$ cat src/lfd_pkg.sv
// Types and constants of the link frame deframer
package lfd_pkg;

    localparam int LFD_BLOB_SLOTS = 16;
    localparam logic [31:0] LFD_MAX_LEN_RST   = 32'd16777216;
    localparam logic [4:0]  LFD_MAX_BLOBS_RST = 5'd16;

    localparam logic [0:0] CFG_MAX_LEN   = 1'b0;
    localparam logic [0:0] CFG_MAX_BLOBS = 1'b1;

    localparam logic [2:0] PH_MSG_LEN   = 3'd0;
    localparam logic [2:0] PH_MSG_BODY  = 3'd1;
    localparam logic [2:0] PH_COUNT     = 3'd2;
    localparam logic [2:0] PH_BLOB_LEN  = 3'd3;
    localparam logic [2:0] PH_BLOB_BODY = 3'd4;
    localparam logic [2:0] PH_ERROR     = 3'd5;

    localparam logic [1:0] KIND_FIELD = 2'd0;
    localparam logic [1:0] KIND_MSG   = 2'd1;
    localparam logic [1:0] KIND_BLOB  = 2'd2;
    localparam logic [1:0] KIND_DROP  = 2'd3;

    typedef struct packed {
        logic [7:0] out_byte;
        logic [1:0] kind;
        logic [3:0] blob_number;
        logic       blob_end;
        logic       frame_end;
        logic       malformed;
    } t_tag;

endpackage

$ cat src/lfd_byte_if.sv
// Byte stream channel
interface lfd_byte_if;
    logic       valid;
    logic       ready;
    logic [7:0] in_byte;

    modport source (output valid, output in_byte, input ready);
    modport sink (input valid, input in_byte, output ready);
endinterface

$ cat src/lfd_tag_if.sv
// Tagged byte result channel
interface lfd_tag_if;
    logic       valid;
    logic       ready;
    logic [7:0] out_byte;
    logic [1:0] kind;
    logic [3:0] blob_number;
    logic       blob_end;
    logic       frame_end;
    logic       malformed;

    modport source (output valid, output out_byte, output kind, output blob_number,
                    output blob_end, output frame_end, output malformed, input ready);
    modport sink (input valid, input out_byte, input kind, input blob_number,
                  input blob_end, input frame_end, input malformed, output ready);
endinterface

$ cat src/lfd_parser.sv
// Frame parser state and per-byte tagging logic
module lfd_parser
    import lfd_pkg::*;
(
    input  logic        i_clk,
    input  logic        i_rst_n,
    input  logic        i_en,
    input  logic [7:0]  i_byte,
    input  logic [31:0] i_max_len,
    input  logic [4:0]  i_max_blobs,
    output t_tag        o_tag
);

    localparam logic [6:0] SLOTS = 7'(LFD_BLOB_SLOTS);

    logic [2:0]  r_phase,      n_phase;
    logic [1:0]  r_pos,        n_pos;
    logic [31:0] r_shift,      n_shift;
    logic [31:0] r_bytes_left, n_bytes_left;
    logic [4:0]  r_blobs_left, n_blobs_left;
    logic [3:0]  r_blob_index, n_blob_index;

    logic [31:0] fld;
    logic [6:0]  limit;
    logic        close;

    always_comb begin
        n_phase      = r_phase;
        n_pos        = r_pos;
        n_shift      = r_shift;
        n_bytes_left = r_bytes_left;
        n_blobs_left = r_blobs_left;
        n_blob_index = r_blob_index;
        close        = 1'b0;
        o_tag        = '0;
        o_tag.out_byte = i_byte;
        o_tag.kind     = KIND_FIELD;
        fld   = r_shift | (32'(i_byte) << {r_pos, 3'b000});
        limit = ({2'b00, i_max_blobs} > SLOTS) ? SLOTS : {2'b00, i_max_blobs};

        unique case (r_phase)
            PH_ERROR: begin
                o_tag.kind = KIND_DROP;
            end
            PH_MSG_BODY: begin
                o_tag.kind   = KIND_MSG;
                n_bytes_left = r_bytes_left - 32'd1;
                if (r_bytes_left == 32'd1) begin
                    n_phase = PH_COUNT;
                end
            end
            PH_BLOB_BODY: begin
                o_tag.kind        = KIND_BLOB;
                o_tag.blob_number = r_blob_index;
                n_bytes_left      = r_bytes_left - 32'd1;
                close             = (r_bytes_left == 32'd1);
            end
            PH_MSG_LEN, PH_COUNT, PH_BLOB_LEN: begin
                if (r_phase == PH_BLOB_LEN) begin
                    o_tag.blob_number = r_blob_index;
                end
                if (r_pos != 2'd3) begin
                    n_pos   = r_pos + 2'd1;
                    n_shift = fld;
                end else begin
                    n_pos   = 2'd0;
                    n_shift = '0;
                    if (r_phase == PH_COUNT) begin
                        if (fld > 32'(limit)) begin
                            o_tag.malformed = 1'b1;
                            n_phase         = PH_ERROR;
                        end else if (fld == 32'd0) begin
                            o_tag.frame_end = 1'b1;
                            n_phase         = PH_MSG_LEN;
                        end else begin
                            n_blobs_left = fld[4:0];
                            n_blob_index = '0;
                            n_phase      = PH_BLOB_LEN;
                        end
                    end else if (fld > i_max_len) begin
                        o_tag.malformed = 1'b1;
                        n_phase         = PH_ERROR;
                    end else if (fld == 32'd0) begin
                        if (r_phase == PH_MSG_LEN) begin
                            n_phase = PH_COUNT;
                        end else begin
                            close = 1'b1;
                        end
                    end else begin
                        n_bytes_left = fld;
                        n_phase      = (r_phase == PH_MSG_LEN) ? PH_MSG_BODY : PH_BLOB_BODY;
                    end
                end
            end
            default: begin
                o_tag.kind = KIND_DROP;
            end
        endcase

        if (close) begin
            o_tag.blob_end = 1'b1;
            n_blobs_left   = r_blobs_left - 5'd1;
            if (r_blobs_left == 5'd1) begin
                o_tag.frame_end = 1'b1;
                n_blob_index    = '0;
                n_phase         = PH_MSG_LEN;
            end else begin
                n_blob_index = r_blob_index + 4'd1;
                n_phase      = PH_BLOB_LEN;
            end
        end
    end

    always_ff @(posedge i_clk) begin
        if (!i_rst_n) begin
            r_phase      <= PH_MSG_LEN;
            r_pos        <= '0;
            r_shift      <= '0;
            r_bytes_left <= '0;
            r_blobs_left <= '0;
            r_blob_index <= '0;
        end else if (i_en) begin
            r_phase      <= n_phase;
            r_pos        <= n_pos;
            r_shift      <= n_shift;
            r_bytes_left <= n_bytes_left;
            r_blobs_left <= n_blobs_left;
            r_blob_index <= n_blob_index;
        end
    end

endmodule

$ cat src/lfd_out_reg.sv
// Result register towards the output channel
module lfd_out_reg
    import lfd_pkg::*;
(
    input  logic i_clk,
    input  logic i_rst_n,
    input  logic i_load,
    input  t_tag i_tag,
    input  logic i_ready,
    output logic o_can_load,
    output logic o_valid,
    output t_tag o_tag
);

    logic r_valid;
    t_tag r_tag;

    assign o_can_load = !r_valid || i_ready;
    assign o_valid    = r_valid;
    assign o_tag      = r_tag;

    always_ff @(posedge i_clk) begin
        if (!i_rst_n) begin
            r_valid <= 1'b0;
        end else if (o_can_load) begin
            r_valid <= i_load;
        end
    end

    always_ff @(posedge i_clk) begin
        if (i_load && o_can_load) begin
            r_tag <= i_tag;
        end
    end

endmodule

$ cat src/link_frame_deframer.sv
// Link frame deframer: tags each byte of a length-prefixed frame stream.
//
// Input channel i_in carries one stream byte per transfer. Output channel
// o_out returns one tagged byte per input byte, in order: the byte itself,
// its kind (length/count field, message, blob, or discarded), blob number,
// blob and frame end marks, and a malformed flag on the byte that completes
// a length above max_len or a count above min(max_blobs, 16).
// Configuration: i_cfg_we writes i_cfg_data to register i_cfg_idx
// (0 max_len, 1 max_blobs from the low 5 bits); write only while idle.
// From input transfer to result valid, a byte passes the input register,
// then the parser step into the result register.
// Throughput is one byte per cycle while o_out is not stalled.
// After a malformed field all later bytes come out as discarded until reset.
// A stalled receiver holds the result register; the input register still
// takes one more byte, then i_in.ready drops until o_out drains.
// Synchronous active-low reset clears the parser to the message length
// field, empties both registers and restores the register defaults.
module link_frame_deframer
    import lfd_pkg::*;
(
    input  logic        i_clk,
    input  logic        i_rst_n,
    lfd_byte_if.sink    i_in,
    lfd_tag_if.source   o_out,
    input  logic        i_cfg_we,
    input  logic [0:0]  i_cfg_idx,
    input  logic [31:0] i_cfg_data
);

    logic [31:0] r_max_len;
    logic [4:0]  r_max_blobs;
    logic        r_in_valid;
    logic [7:0]  r_in_byte;
    logic        in_xfer;
    logic        advance;
    logic        can_load;
    t_tag        step_tag;
    t_tag        out_tag;

    always_ff @(posedge i_clk) begin
        if (!i_rst_n) begin
            r_max_len   <= LFD_MAX_LEN_RST;
            r_max_blobs <= LFD_MAX_BLOBS_RST;
        end else if (i_cfg_we) begin
            unique case (i_cfg_idx)
                CFG_MAX_LEN:   r_max_len   <= i_cfg_data;
                CFG_MAX_BLOBS: r_max_blobs <= i_cfg_data[4:0];
                default: ;
            endcase
        end
    end

    assign advance    = r_in_valid && can_load;
    assign i_in.ready = !r_in_valid || advance;
    assign in_xfer    = i_in.valid && i_in.ready;

    always_ff @(posedge i_clk) begin
        if (!i_rst_n) begin
            r_in_valid <= 1'b0;
        end else begin
            r_in_valid <= in_xfer || (r_in_valid && !advance);
        end
    end

    always_ff @(posedge i_clk) begin
        if (in_xfer) begin
            r_in_byte <= i_in.in_byte;
        end
    end

    lfd_parser u_parser (
        .i_clk       (i_clk),
        .i_rst_n     (i_rst_n),
        .i_en        (advance),
        .i_byte      (r_in_byte),
        .i_max_len   (r_max_len),
        .i_max_blobs (r_max_blobs),
        .o_tag       (step_tag)
    );

    lfd_out_reg u_out (
        .i_clk      (i_clk),
        .i_rst_n    (i_rst_n),
        .i_load     (r_in_valid),
        .i_tag      (step_tag),
        .i_ready    (o_out.ready),
        .o_can_load (can_load),
        .o_valid    (o_out.valid),
        .o_tag      (out_tag)
    );

    assign o_out.out_byte    = out_tag.out_byte;
    assign o_out.kind        = out_tag.kind;
    assign o_out.blob_number = out_tag.blob_number;
    assign o_out.blob_end    = out_tag.blob_end;
    assign o_out.frame_end   = out_tag.frame_end;
    assign o_out.malformed   = out_tag.malformed;

endmodule

$ cat src/flat_wrapper.sv
// flat-port wrapper written by rule: the top's interface ports become plain ports
module link_frame_deframer_flat import lfd_pkg::*;
  (i_clk, i_rst_n, i_cfg_we, i_cfg_idx, i_cfg_data, i_in_valid, i_in_in_byte, i_in_ready, o_out_valid, o_out_out_byte, o_out_kind, o_out_blob_number, o_out_blob_end, o_out_frame_end, o_out_malformed, o_out_ready);
  lfd_byte_if i_in_i ();
  lfd_tag_if o_out_i ();
  input  logic i_clk;
  input  logic i_rst_n;
  input  logic i_cfg_we;
  input  logic [0:0] i_cfg_idx;
  input  logic [31:0] i_cfg_data;
  input wire logic [$bits(i_in_i.valid)-1:0] i_in_valid;
  input wire logic [$bits(i_in_i.in_byte)-1:0] i_in_in_byte;
  output wire logic [$bits(i_in_i.ready)-1:0] i_in_ready;
  output wire logic [$bits(o_out_i.valid)-1:0] o_out_valid;
  output wire logic [$bits(o_out_i.out_byte)-1:0] o_out_out_byte;
  output wire logic [$bits(o_out_i.kind)-1:0] o_out_kind;
  output wire logic [$bits(o_out_i.blob_number)-1:0] o_out_blob_number;
  output wire logic [$bits(o_out_i.blob_end)-1:0] o_out_blob_end;
  output wire logic [$bits(o_out_i.frame_end)-1:0] o_out_frame_end;
  output wire logic [$bits(o_out_i.malformed)-1:0] o_out_malformed;
  input wire logic [$bits(o_out_i.ready)-1:0] o_out_ready;
  assign i_in_i.valid = i_in_valid;
  assign i_in_i.in_byte = i_in_in_byte;
  assign i_in_ready = i_in_i.ready;
  assign o_out_valid = o_out_i.valid;
  assign o_out_out_byte = o_out_i.out_byte;
  assign o_out_kind = o_out_i.kind;
  assign o_out_blob_number = o_out_i.blob_number;
  assign o_out_blob_end = o_out_i.blob_end;
  assign o_out_frame_end = o_out_i.frame_end;
  assign o_out_malformed = o_out_i.malformed;
  assign o_out_i.ready = o_out_ready;
  link_frame_deframer u_core (.i_clk(i_clk), .i_rst_n(i_rst_n), .i_in(i_in_i), .o_out(o_out_i), .i_cfg_we(i_cfg_we), .i_cfg_idx(i_cfg_idx), .i_cfg_data(i_cfg_data));
endmodule
$ cat config.mk
export PLATFORM = sky130hd
export DESIGN_NAME = link_frame_deframer_flat
export DESIGN_NICKNAME = d
export VERILOG_FILES = /design/src/lfd_pkg.sv /design/src/lfd_byte_if.sv /design/src/lfd_tag_if.sv /design/src/lfd_parser.sv /design/src/lfd_out_reg.sv /design/src/link_frame_deframer.sv /design/src/flat_wrapper.sv
export SDC_FILE = /design/constraint.sdc
export NUM_CORES = 1
export LEC_CHECK = 0
export ABC_AREA = 0
export BUFFER_PORTS_ARGS = -buffer_cell sky130_fd_sc_hd__buf_4
export CORE_AREA = 2 2 116 118
export CTS_BUF_LIST = sky130_fd_sc_hd__clkbuf_4 sky130_fd_sc_hd__clkbuf_8
export DETAILED_ROUTE_END_ITERATION = 10
export DIE_AREA = 0 0 118 120
export PLACE_DENSITY = 0.79
export SYNTH_ARGS = -nofsm -noshare
export SYNTH_HDL_FRONTEND = slang
export SYNTH_SLANG_ARGS = --single-unit
$ cat constraint.sdc
create_clock -name i_clk -period 4.6 [get_ports i_clk]
set_clock_uncertainty 0.2 [all_clocks]
set_input_delay 1.38 -clock i_clk [delete_from_list [all_inputs] [get_ports i_clk]]
set_output_delay 1.38 -clock i_clk [all_outputs]
set_load 0.03 [all_outputs]
==> impl_metrics.env, run 1 <==
export IMPL_period_minus_slack_ps=4371
export IMPL_yosysUniqueCellTypes=77
export IMPL_clock_sinks=142
export IMPL_grt_use_total_pct=30.82
export IMPL_dr_pass1_iters=7
export IMPL_ctsResizeCount=0
export IMPL_numCtsBuffers=17
export IMPL_crit_buf_inv=1
export IMPL_gp_congestion=0.9862
export IMPL_synthArstFlopShare_pct=0
export IMPL_dieArea_mm2=0.01416
export IMPL_insertedDiodeCount=0
export IMPL_synth_edff_count=25
export IMPL_critical_path_startpoint="u_core.u_parser.r_pos[0]"
export IMPL_grt_max_degree=56
export IMPL_r2r_start="u_core.u_parser.r_pos[0]"
export IMPL_num_rows=42
export IMPL_setup_tns_ps=0
export IMPL_path_class="reg2reg"
export IMPL_root_buffer="clkbuf_8"
export IMPL_die_x_um=118
export IMPL_syn_area_mm2=0.007786
export IMPL_layout_nets=1107
export IMPL_cts_hold_buf=0
export IMPL_powerDensity_mw_per_mm2=299.0
export IMPL_crit_cells=11
export IMPL_cp_arrival_ps=4460
export IMPL_slew_viol_final=0
export IMPL_dpl_hpwl_um=14860
export IMPL_status="finished, final reports clean"
export IMPL_rsz0062_at_grt="no"
export IMPL_synth_compound_area_share_pct=22.32
export IMPL_finalSetupViolCount=0
export IMPL_io_pins=65
export IMPL_critPathTopFamily="simple AND/OR/NAND/NOR gates"
export IMPL_die_h_um=120
export IMPL_wirelength_um=21240
export IMPL_critical_path_max_fanout=13
export IMPL_slew_headroom_pct=22.07
export IMPL_clk_pin_slew_ps=80
export IMPL_synthAdderAreaFrac_pct=7.038
export IMPL_end_kind="flip-flop"
export IMPL_endpoint="u_core.u_out.o_tag[0]"
export IMPL_leakage_nw=3.595
export IMPL_synth_xor_area_share_pct=0
export IMPL_drtIter0Drc=957
export IMPL_grt_first_pass_wirelength_um=34420
export IMPL_synth_seq_area_share_pct=39.72
export IMPL_hp_start="u_core.r_max_blobs[0]"
export IMPL_required_ps=4690
export IMPL_fmax_ghz=0.2288
export IMPL_hold_violations=0
export IMPL_ys_warn_count=0
export IMPL_hold_path_class="reg2reg"
export IMPL_path_common_cell="nor4_1"
export IMPL_coreArea_mm2=0.01298
export IMPL_cts_max_path_buffers=2
export IMPL_r2r_cells=11
export IMPL_antenna_found_initial=0
export IMPL_htreeDepth=4
export IMPL_critPathSlowestCell="a311oi_2"
export IMPL_clock_latency_ps=470
export IMPL_syn_to_final_growth_pct=13.06
export IMPL_start_util_pct=59.99
export IMPL_first_global_vias=6848
export IMPL_synth_main_ff_cell="dfxtp_1"
export IMPL_avgSynthCellArea_um2=8.002
export IMPL_cts_tree="yes"
export IMPL_start_kind="flip-flop"
export IMPL_worstMarginPinSlew_ps=1164
export IMPL_max_cap_viol_count=0
export IMPL_mostFrequentLayoutCell="a21oi_1"
export IMPL_reg2reg_setup_slack_ps=230
export IMPL_synth_top_family_by_area="simple AND/OR/NAND/NOR gates"
export IMPL_syn_num_nets=1062
export IMPL_drive_gt1_share_pct=13.58
export IMPL_dr_total_vias=7436
export IMPL_final_cell_mix="a21oi_1, nand2_1, dfxtp_1"
export IMPL_synthCells=973
export IMPL_drc=0
export IMPL_crit_chain="nor2b_2, a21oi_1, inv_1, ha_1, nand4_1, nor4_1, o21ai_1, a311oi_2, nor2_1, maj3_1, nor4_1"
export IMPL_reg2reg_to="u_core.u_out.o_tag[0]"
export IMPL_io_buffers=64
export IMPL_ys_seq_elements=142
export IMPL_synthMuxAreaShare_pct=1.028
export IMPL_fin_hold_ws_ps=251.7
export IMPL_postCtsSetupBuffers=0
export IMPL_vias_per_cell=6.161
export IMPL_max_stage_delay_ps=670
export IMPL_post_route_period_util_pct=95.01
export IMPL_synth_simple_area_share_pct=23.45
export IMPL_grt_overflow_total=0
export IMPL_wl_per_cell_um=17.60
export IMPL_vdd_drop_max_v=0.0002549
export IMPL_ant_nets=0
area by class of cell:
class | count | area [µm²]
multi-input cells | 706 | 4215
inverters | 67 | 251.5
flip-flops and latches | 142 | 3093
well taps | 176 | 220.2
fillers | 1097 | 4177
repair buffers | 84 | 655.6
clock buffers | 18 | 241.5
clock inverters | 14 | 126.4
flip-flops by register name (all words and copies together) (netlist names):
name / cells
u_core.u_parser.r_phase: 3
u_core.u_parser.r_blob_index: 4
u_core.u_parser.r_blobs_left: 5
u_core.u_parser.r_pos: 2
u_core.u_out.o_valid: 1
u_core.r_in_byte: 8
u_core.u_parser.r_bytes_left: 32
u_core.r_max_len: 32
u_core.r_max_blobs: 5
u_core.r_in_valid: 1
u_core.u_parser.r_shift: 32
u_core.u_out.o_tag: 17
layer usage:
metal	track usage, %	up-vias	routed length, µm
li1	-	3577	-
met1	40.02	3449	8854
met2	49.31	354	9847
met3	6.797	56	1787
met4	14.01	0	751
met5	0	-	0
how the worst min path moves through the flow:
stage,end,cells after the start
after floorplan,u_core.r_max_blobs[0],2
after global placement,u_core.r_max_blobs[0],2
after detailed placement,u_core.r_max_blobs[0],2
after CTS,u_core.r_max_blobs[0],2
after global routing,u_core.r_max_blobs[0],2
final,u_core.r_max_blobs[0],2
power by group:
| group | internal [mW] | switching, mW | leakage [nW] |
|---|---|---|---|
| combinational | 0.134 | 0.217 | 2.23 |
| sequential | 1.30 | 0.0302 | 1.19 |
| clock | 0.475 | 0.479 | 0.182 |
tightest hold or removal path, cell delays in order, from the launching register on:
cell     delay, ps
dfxtp_1        310
nand2_1         50
a21oi_1         50
synthesized netlist by cell type, types with 4 or more instances:
cell type | n | share of area (%)
o21ai_0 | 30 | 1.9
and2_1 | 9 | 0.72
a31oi_1 | 12 | 0.96
a21o_1 | 12 | 1.2
nor2_1 | 80 | 3.9
mux2i_1 | 8 | 1.0
o31ai_1 | 4 | 0.39
inv_1 | 65 | 3.1
nand3_1 | 35 | 2.2
nor4_1 | 18 | 1.4
nor2b_1 | 8 | 0.64
o21a_1 | 4 | 0.39
o211ai_1 | 5 | 0.48
edfxtp_1 | 25 | 9.6
o21ai_1 | 16 | 1.0
nor3_1 | 54 | 3.5
nand2b_1 | 5 | 0.40
a2bb2oi_1 | 11 | 1.2
a21oi_1 | 125 | 8.0
a221oi_1 | 10 | 1.1
clkbuf_1 | 50 | 2.4
or3_1 | 5 | 0.40
nand2_1 | 123 | 5.9
o22ai_1 | 11 | 0.88
dfxtp_1 | 117 | 30
nand4_1 | 14 | 1.1
ha_1 | 43 | 6.9
stage by stage:
stage | cell area [µm²] | cells | setup slack [ps] | util [%] | total power [mW]
floorplan | 7786 | 973 | 911.4 | - | 1.569
global placement | 8422 | 1175 | 237.3 | 64.88 | 1.691
detailed placement | 8422 | 1175 | 76.53 | 64.88 | 1.698
CTS | 8790 | 1207 | 62.23 | 67.72 | 2.630
global route | 8803 | 1207 | 60.95 | 67.82 | 2.731
finish | 8803 | 1207 | 229.3 | 67.82 | 2.632
cells by family after synthesis:
family                     Yosys count
and+or+nand+nor                    381
AOI/OAI and AO/OA                  273
DFF                                142
buffers and inverters              125
adders and majority gates           44
muxes                                8
No activity file was read; power rests on OpenSTA's default activity.
==> run 2, diff against run 1 <==
==> constraint.sdc (replaced) <==
create_clock -name i_clk -period 4.3 [get_ports i_clk]
set_clock_uncertainty 0.2 [all_clocks]
set_input_delay 1.29 -clock i_clk [delete_from_list [all_inputs] [get_ports i_clk]]
set_output_delay 1.29 -clock i_clk [all_outputs]
set_load 0.03 [all_outputs]
==> impl_metrics.env, run 2 (synthesized netlist as in run 1, its figures left out) <==
export IMPL_reg2reg_setup_slack_ps=250
export IMPL_io_buffers=64
export IMPL_wl_per_cell_um=17.54
export IMPL_grt_first_pass_wirelength_um=34090
export IMPL_drc=0
export IMPL_numCtsBuffers=17
export IMPL_coreArea_mm2=0.01298
export IMPL_grt_max_degree=57
export IMPL_seq_area_mm2=0.003093
export IMPL_top_regs="u_core.r_max_len x32, u_core.u_parser.r_bytes_left x32, u_core.u_parser.r_shift x32"
export IMPL_multiInputGateArea_mm2=0.004248
export IMPL_leakage_nw=3.670
export IMPL_critical_path_max_fanout=13
export IMPL_io_pins=65
export IMPL_gp_congestion=0.9813
export IMPL_clock_latency_ps=470
export IMPL_dr_total_vias=7487
export IMPL_vias_per_cell=6.172
export IMPL_min_to="u_core.r_max_len[4]"
export IMPL_dpl_hpwl_um=14730
export IMPL_post_route_period_util_pct=94.11
export IMPL_first_global_vias=6853
export IMPL_cts_tree="yes"
export IMPL_r2r_start="u_core.u_parser.r_pos[0]"
export IMPL_hold_violations=0
export IMPL_final_cells=1213
export IMPL_postCtsSetupBuffers=0
export IMPL_drive_gt1_share_pct=15.04
export IMPL_clock_sinks=142
export IMPL_slew_headroom_pct=46.30
export IMPL_hp_start="u_core.r_max_len[4]"
export IMPL_insertedDiodeCount=0
export IMPL_mostFrequentLayoutCell="nand2_1"
export IMPL_powerDensity_mw_per_mm2=337.3
export IMPL_hold_path_class="reg2reg"
export IMPL_syn_to_final_growth_pct=14.96
export IMPL_die_x_um=118
export IMPL_required_ps=4410
export IMPL_status="finished, final reports clean"
export IMPL_start_kind="flip-flop"
export IMPL_clk_pin_slew_ps=80
export IMPL_period_minus_slack_ps=4047
export IMPL_slew_viol_final=0
export IMPL_max_stage_delay_ps=460
export IMPL_reg2reg_to="u_core.u_parser.r_blobs_left[3]"
export IMPL_vdd_drop_max_v=0.0003521
export IMPL_max_cap_viol_count=0
export IMPL_finalSetupViolCount=0
export IMPL_grt_use_total_pct=30.38
export IMPL_start_util_pct=59.99
export IMPL_path_class="reg2reg"
export IMPL_cts_hold_buf=0
export IMPL_r2r_cells=14
export IMPL_dp_cells=1181
export IMPL_dr_pass1_iters=8
export IMPL_num_rows=42
export IMPL_worstMarginPinSlew_ps=804.3
export IMPL_layout_nets=1113
export IMPL_die_h_um=120
export IMPL_end_kind="flip-flop"
export IMPL_fillCellCount=1075
export IMPL_hold_path_depth=2
export IMPL_cts_max_path_buffers=2
export IMPL_final_cell_mix="nand2_1, a21oi_1, dfxtp_1"
export IMPL_antenna_found_initial=0
export IMPL_htreeDepth=4
export IMPL_final_util_pct=68.96
export IMPL_ant_nets=0
export IMPL_critPathSlowestCell="dfxtp_1"
export IMPL_cp_arrival_ps=4160
export IMPL_dieArea_mm2=0.01416
export IMPL_drtIter0Drc=970
export IMPL_path_common_cell="buf_4"
export IMPL_grt_overflow_total=0
export IMPL_crit_chain="and2_2, a21oi_2, inv_1, ha_1, nand4_1, nor4_2, and3_2, a31oi_4, o41ai_2, buf_4, a32oi_1, buf_4, o21ai_0, a21oi_1"
export IMPL_ctsResizeCount=0
export IMPL_fmax_ghz=0.2471
export IMPL_root_buffer="clkbuf_8"
export IMPL_wirelength_um=21270
run 2: changes by cell type in the layout (fill, tap and decap cells not counted), sizes merged:
cell / before / now
buf: 84 / 90
bufinv: 2 / 5
clkinv: 9 / 6
clkbuf: 18 / 19
clkinvlp: 3 / 2
run 2: area by class of cell:
type / instances / area share (%)
repair buffers: 90 / 7.688
well taps: 176 / 2.460
flip-flops and latches: 142 / 34.55
multi-input cells: 706 / 47.46
clock buffers: 19 / 2.852
clock inverters: 13 / 2.181
inverters: 67 / 2.810
run 2: worst max-delay path, delay by kind of cell, from the launching register on:
family | cells | cell delay (ps)
AO/OA/AOI/OAI | 6 | 1040
adder cells (fa/ha/maj) | 1 | 330
buffers and inverters | 3 | 520
flip-flops | 1 | 460
AND/OR/NAND/NOR | 4 | 1320
run 2: worst max-delay path by stage:
stage / start / cells past startpoint / endpoint / slack [ps]
3_5_place_dp: u_core.u_parser.r_pos[0] / 13 / u_core.u_parser.r_bytes_left[29] / 110
2_1_floorplan: u_core.u_parser.r_pos[0] / 16 / u_core.u_parser.r_bytes_left[29] / 610
5_1_grt: u_core.u_parser.r_pos[0] / 14 / u_core.u_parser.r_blobs_left[3] / -3
4_1_cts: u_core.u_parser.r_pos[0] / 13 / u_core.u_parser.r_bytes_left[29] / 70
6_report: u_core.u_parser.r_pos[0] / 14 / u_core.u_parser.r_blobs_left[3] / 250
3_3_place_gp: u_core.u_parser.r_pos[0] / 13 / u_core.u_parser.r_bytes_left[29] / 200
run 2: stage by stage:
| step | power, mW | hold slack (ps) | worst slack [ps] | TNS [ps] | cell area (µm²) |
|---|---|---|---|---|---|
| floorplan | 1.679 | 231.8 | 611.4 | 0 | 7786 |
| CTS | 3.008 | 256.6 | 73.57 | 0 | 8900 |
| finish | 3.019 | 254.7 | 253.5 | 0 | 8951 |
| global route | 3.112 | 275.3 | -2.682 | -2.682 | 8951 |
| global placement | 1.804 | 242.0 | 201.2 | 0 | 8449 |
| detailed placement | 1.811 | 246.3 | 114.0 | 0 | 8449 |
run 2: where the power goes:
group	leakage [nW]	switching [mW]	internal, mW	total [mW]
logic	2.26	0.233	0.143	0.376
registers	1.19	0.0303	1.39	1.42
clock network	0.222	0.520	0.704	1.22
total	3.67	0.784	2.24	3.02
run 2: routing by layer:
| metal | up-vias | wire length, µm | global-route usage [%] |
|---|---|---|---|
| met5 | - | 0 | 0 |
| met4 | 0 | 1019 | 16.42 |
| li1 | 3591 | - | - |
| met1 | 3431 | 8726 | 38.88 |
| met2 | 394 | 9707 | 48.36 |
| met3 | 71 | 1818 | 6.226 |
